===== src/rtl/core/btinterp_pkg.sv =====
package btinterp_pkg;

  // Default sizes of the held map.
  localparam int DEF_MAX_ROWS    = 16;
  localparam int DEF_MAX_COLS    = 16;
  localparam int DEF_VALUE_WIDTH = 16;

  // Fixed field widths of the stream and configuration ports.
  localparam int FIELD_W     = 16;
  localparam int IDX_W       = 8;
  localparam int IN_TDATA_W  = 56;
  localparam int OUT_TDATA_W = 16;
  localparam int CNT_W       = 5;

  // Request codes carried on in_tuser.
  localparam logic [1:0] REQ_WR_ROW  = 2'd0;
  localparam logic [1:0] REQ_WR_COL  = 2'd1;
  localparam logic [1:0] REQ_WR_CELL = 2'd2;
  localparam logic [1:0] REQ_LOOKUP  = 2'd3;

  // Configuration register indexes.
  localparam logic CFG_ROW_COUNT = 1'b0;
  localparam logic CFG_COL_COUNT = 1'b1;

  typedef enum logic [1:0] {
    ST_OK        = 2'd0,
    ST_NO_TABLE  = 2'd1,
    ST_ZERO_STEP = 2'd2,
    ST_RANGE     = 2'd3
  } status_t;

  // Item class decided by the front end.
  typedef enum logic [2:0] {
    K_WR_ROW  = 3'd0,
    K_WR_COL  = 3'd1,
    K_WR_CELL = 3'd2,
    K_LOOKUP  = 3'd3,
    K_BAD     = 3'd4
  } kind_t;

  // Queue entry between the front and back ends.
  typedef struct packed {
    kind_t              kind;
    logic [IDX_W-1:0]   idx;
    logic [FIELD_W-1:0] data;
    logic [FIELD_W-1:0] row_pt;
    logic [FIELD_W-1:0] col_pt;
  } item_t;

endpackage


===== src/rtl/core/btinterp_front.sv =====
module btinterp_front import btinterp_pkg::*; #(
  parameter int MAX_ROWS = DEF_MAX_ROWS,
  parameter int MAX_COLS = DEF_MAX_COLS
) (
  input  logic                  clk,
  input  logic                  rst_n,
  input  logic                  in_tvalid,
  output logic                  in_tready,
  input  logic [IN_TDATA_W-1:0] in_tdata,
  input  logic [1:0]            in_tuser,
  output logic                  q_valid,
  input  logic                  q_ready,
  output item_t                 q_item
);

  item_t      item_c;
  item_t      fifo_r [2];
  logic       wp_r;
  logic       rp_r;
  logic [1:0] cnt_r;
  logic       push;
  logic       pop;

  // Unpack the transfer and classify it, range checks included.
  always_comb begin
    item_c.idx    = in_tdata[7:0];
    item_c.data   = in_tdata[23:8];
    item_c.row_pt = in_tdata[39:24];
    item_c.col_pt = in_tdata[55:40];
    unique case (in_tuser)
      REQ_WR_ROW:  item_c.kind = (int'(item_c.idx) < MAX_ROWS) ? K_WR_ROW : K_BAD;
      REQ_WR_COL:  item_c.kind = (int'(item_c.idx) < MAX_COLS) ? K_WR_COL : K_BAD;
      REQ_WR_CELL: item_c.kind = (int'(item_c.idx) < MAX_ROWS * MAX_COLS) ? K_WR_CELL : K_BAD;
      REQ_LOOKUP:  item_c.kind = K_LOOKUP;
      default:     item_c.kind = K_BAD;
    endcase
  end

  assign in_tready = (cnt_r != 2'd2);
  assign q_valid   = (cnt_r != 2'd0);
  assign q_item    = fifo_r[rp_r];
  assign push      = in_tvalid && in_tready;
  assign pop       = q_valid && q_ready;

  // Two-entry queue storage.
  always_ff @(posedge clk) begin
    if (push) begin
      fifo_r[wp_r] <= item_c;
    end
  end

  // Queue pointers and fill level.
  always_ff @(posedge clk) begin
    if (!rst_n) begin
      wp_r  <= 1'b0;
      rp_r  <= 1'b0;
      cnt_r <= 2'd0;
    end else begin
      if (push) begin
        wp_r <= ~wp_r;
      end
      if (pop) begin
        rp_r <= ~rp_r;
      end
      if (push && !pop) begin
        cnt_r <= cnt_r + 2'd1;
      end else if (pop && !push) begin
        cnt_r <= cnt_r - 2'd1;
      end
    end
  end

endmodule


===== config.mk =====
export PLATFORM = sky130hd
export DESIGN_NAME = btinterp_front
export DESIGN_NICKNAME = d
export VERILOG_FILES = /design/src/rtl/core/btinterp_pkg.sv /design/src/rtl/core/btinterp_front.sv
export SDC_FILE = /design/constraint.sdc
export NUM_CORES = 1
export LEC_CHECK = 0
export BUFFER_PORTS_ARGS = -buffer_cell sky130_fd_sc_hd__clkbuf_2
export CAP_MARGIN = 0
export CORE_MARGIN = 3
export CORE_UTILIZATION = 52
export DETAILED_ROUTE_END_ITERATION = 8
export PLACE_DENSITY = 0.79
export RECOVER_POWER = 100
export SETUP_SLACK_MARGIN = 0.02
export SLEW_MARGIN = 20
export SYNTH_ARGS = -nofsm -noshare
export SYNTH_HDL_FRONTEND = slang
export SYNTH_SLANG_ARGS = --single-unit

===== constraint.sdc =====
create_clock -name clk -period 3.13 [get_ports clk]
set_input_delay 0.313 -clock clk [delete_from_list [all_inputs] [get_ports clk]]
set_output_delay 0.313 -clock clk [all_outputs]
set_load 0.05 [all_outputs]

==> summary.md <==
| Metric | Value |
|---|---|
| Post-synth top area share | `77.8%` |
| Drt wl/cell | `16.6 µm` |
| Postcts setup bufs | `0` |
| Number of flops mapped to enable cells by yosys | `118` |
| Gpl congestion | `0.696` |
| Reg-to-reg critical path startpoint | `cnt_r[0]` |
| XOR/XNOR Fraction of Synth Area | `0.577%` |
| DRC Markers | `0` |
| Commonest cells in the synthesized netlist | `118 x edfxtp_1, 49 x mux2_2, 10 x mux2_4` |
| CTS tree | `yes` |
| Setup TNS Final | `0 ns` |
| Crit path largest cell delay | `0.68 ns` |
| Drt total wl | `8.54 mm` |
| Final cell count without fillers | `515` |
| Status | `complete, no violations` |
| Kind of critical path | `flip-flop to output pin` |
| Largest net degree at the start of global routing | `32` |
| Synth-to-layout area growth | `37.4%` |
| Power density cells | `950 nW/µm²` |
| Worst vdd rail ir drop | `591 µV` |
| Slowest CP cell | `clkbuf_2` |
| LEAKAGE | `0.00225 µW` |
| Fmax | `390 MHz` |
| Worst clock skew | `0.00561 ns` |
| Cell Area, Synth | `4560 µm²` |
| Post-DP HPWL | `5.27 mm` |
| Number of diodes | `0` |
| RSZ-0062 raised after global routing | `no` |
| Worst slew pin tran | `1.28 ns` |
| CTS HTree Levels | `4` |
| CTS Sinks | `123` |
| Starting Density | `54.4%` |
| Worst-path fanout max | `31` |
| Drt pass-1 iters | `4` |
| Critical path arrival | `2.25 ns` |
| Final nets | `461` |
| Post-synthesis compound-gate area fraction | `0.769%` |
| Total CTS buffers | `17` |
| Yosys top cell by area | `edfxtp_1` |
| Reg2reg path depth | `4` |
| Vias in the first global route | `2676` |
| Flop-to-flop setup slack | `0.83 ns` |
| Crit path time final | `2.56 ns` |
| Synth Instances | `212` |
| GRT Util Overall | `17.6%` |
| Nature of the critical path endpoint | `output pin` |
| Clock Latency Late Sink | `0.49 ns` |
| Layout cells sized above 1 | `34.6%` |
| Initial antenna violation count | `0` |
| Routed vias | `2531` |
| Root Buffer | `clkbuf_8` |
| I/O Buffers | `122` |
| Hold WC Path Type | `input port to flip-flop` |
| Max Cap Violations | `0` |
| Final setup violating endpoints | `0` |
| Yosys cell types | `25` |
| CP Launch Type | `flip-flop` |
| Die W | `99.6 µm` |
| Reg2reg end | `fifo_r[0][6]` |
| Yosys warns | `0` |
| Avg Inst Size Synth | `21.5 µm²` |
| Ys flop type | `edfxtp_1` |
| Final hold vios | `0` |
| Async SR Flop Fraction | `0%` |
| Num ports | `123` |
| Remaining Overflow, GRT | `0` |
| Die Area | `9920 µm²` |
| Die height | `99.6 µm` |
| Combinational family with the most area after synthesis | `multiplexers` |
| Number of instances in the placed design | `437` |
| Slew HR | `14.7%` |
| CTS Buffer Depth | `2` |
| Post-synthesis sequential area ratio | `80.0%` |
| CP cell instances | `clkbuf_2, mux2_2, clkbuf_1` |
| End point of the critical path | `q_item[33]` |
| Vias per Instance | `4.91` |
| Max-slew violation count | `0` |
| Initial DRC count | `80` |
| Global-route wire length before repair | `13.2 mm` |
| Clock slew at reported path FFs | `0.06 ns` |
| Row cnt | `33` |
| Post-synthesis simple-gate area fraction | `1.79%` |
| Core area | `8380 µm²` |
| Synthesized net count | `275` |
| Antenna Nets Post-Route | `0` |
| Share of synthesized area spent on multiplexers | `15.4%` |
| Final cycle utilization of the critical path | `81.9%` |
| Synth area leaders | `edfxtp_1 78%, mux2_2 12%, mux2_4 3.3%, dfxtp_1 2.2%, and2_1 0.55%` |
| Count leader, synth | `edfxtp_1` |
| Synth Register Bits | `123` |
| Adder-cell share of the synthesized area | `0.275%` |
| Worst Path Required | `2.82 ns` |
[repair_timing]
action,CTS,global route
hold endpoints to repair,81,11
hold buffers,41,6
gates resized for setup,0,0
endpoints found under the setup margin,0,0
[cells by family after synthesis]
kind of cell,Yosys count
AOI/OAI and AO/OA,5
xor gates and xnor gates,3
adders and majority gates,1
buffers and inverters,9
DFF,123
muxes,59
and+or+nand+nor,12
[per-stage QoR]
step                hold WS (ns)  util [%]  worst slack [ns]  cell area, µm²  total power, µW
finish                    0.0495      74.7             0.567            6260             5950
global route              0.0385      74.7             0.429            6260             6190
CTS                     0.000701      75.3             0.908            6310             6050
detailed placement         0.506      63.3              1.28            5310             4070
global placement           0.502      63.3              1.32            5310             4040
floorplan                  0.412         -             0.584            4560             3680
[cell type report]
cell class	count	area, µm²
clock inverter	12	173
tap	105	131
inverter	1	3.75
timing repair buffer	175	1040
multi-input combinational	80	850
clock buffer	19	422
fill	537	2120
sequential	123	3640
[critical path, delay by kind of cell (launching register included)]
family	cells	cell delay, ns
buffers and inverters	2	1.14
multiplexers	1	0.29
flip-flops	1	0.32
[state kept, by name, summed over array words and instances, names as in the netlist, named ones only]
name / count
fifo_r: 118
cnt_r: 2
rp_r: 1
wp_r: 1
[where the power goes]
| part | internal [µW] | leakage, µW | switching [µW] | total, µW |
|---|---|---|---|---|
| Sequential | 2060 | 0.00114 | 61.7 | 2120 |
| Combinational | 535 | 0.000821 | 1360 | 1900 |
| Clock | 1280 | 0.000288 | 643 | 1930 |
[cell usage in the layout (no fill, tap or decap), types with 2 or more instances in the layout]
master / instances
clkbuf_1: 79
o21ai_0: 2
xnor2_1: 2
mux2_4: 10
a21boi_0: 2
clkbuf_2: 47
clkinvlp_4: 2
and2_0: 2
clkinv_2: 4
bufinv_16: 4
dlygate4sd3_1: 47
buf_4: 3
dfxtp_1: 4
and2_1: 2
mux2_2: 49
edfxtp_1: 118
clkbuf_16: 16
[worst min path at each step]
stage,startpoint,endpoint,cells past startpoint
after global placement,in_tdata[16],fifo_r[0][40],1
final,in_tdata[3],fifo_r[0][51],1
after floorplan,in_tdata[40],fifo_r[0][0],0
after detailed placement,in_tdata[49],fifo_r[0][9],1
after CTS,in_tdata[53],fifo_r[1][13],1
after global routing,in_tdata[3],fifo_r[1][51],1
[routing by layer]
layer	GRT usage, %	vias up	wire length (µm)
li1	-	1211	-
met4	5.88	0	94
met2	29.6	92	4320
met5	0	-	0
met3	7.22	8	574
met1	20.6	1220	3560
Power figures use the tool's default switching activity.
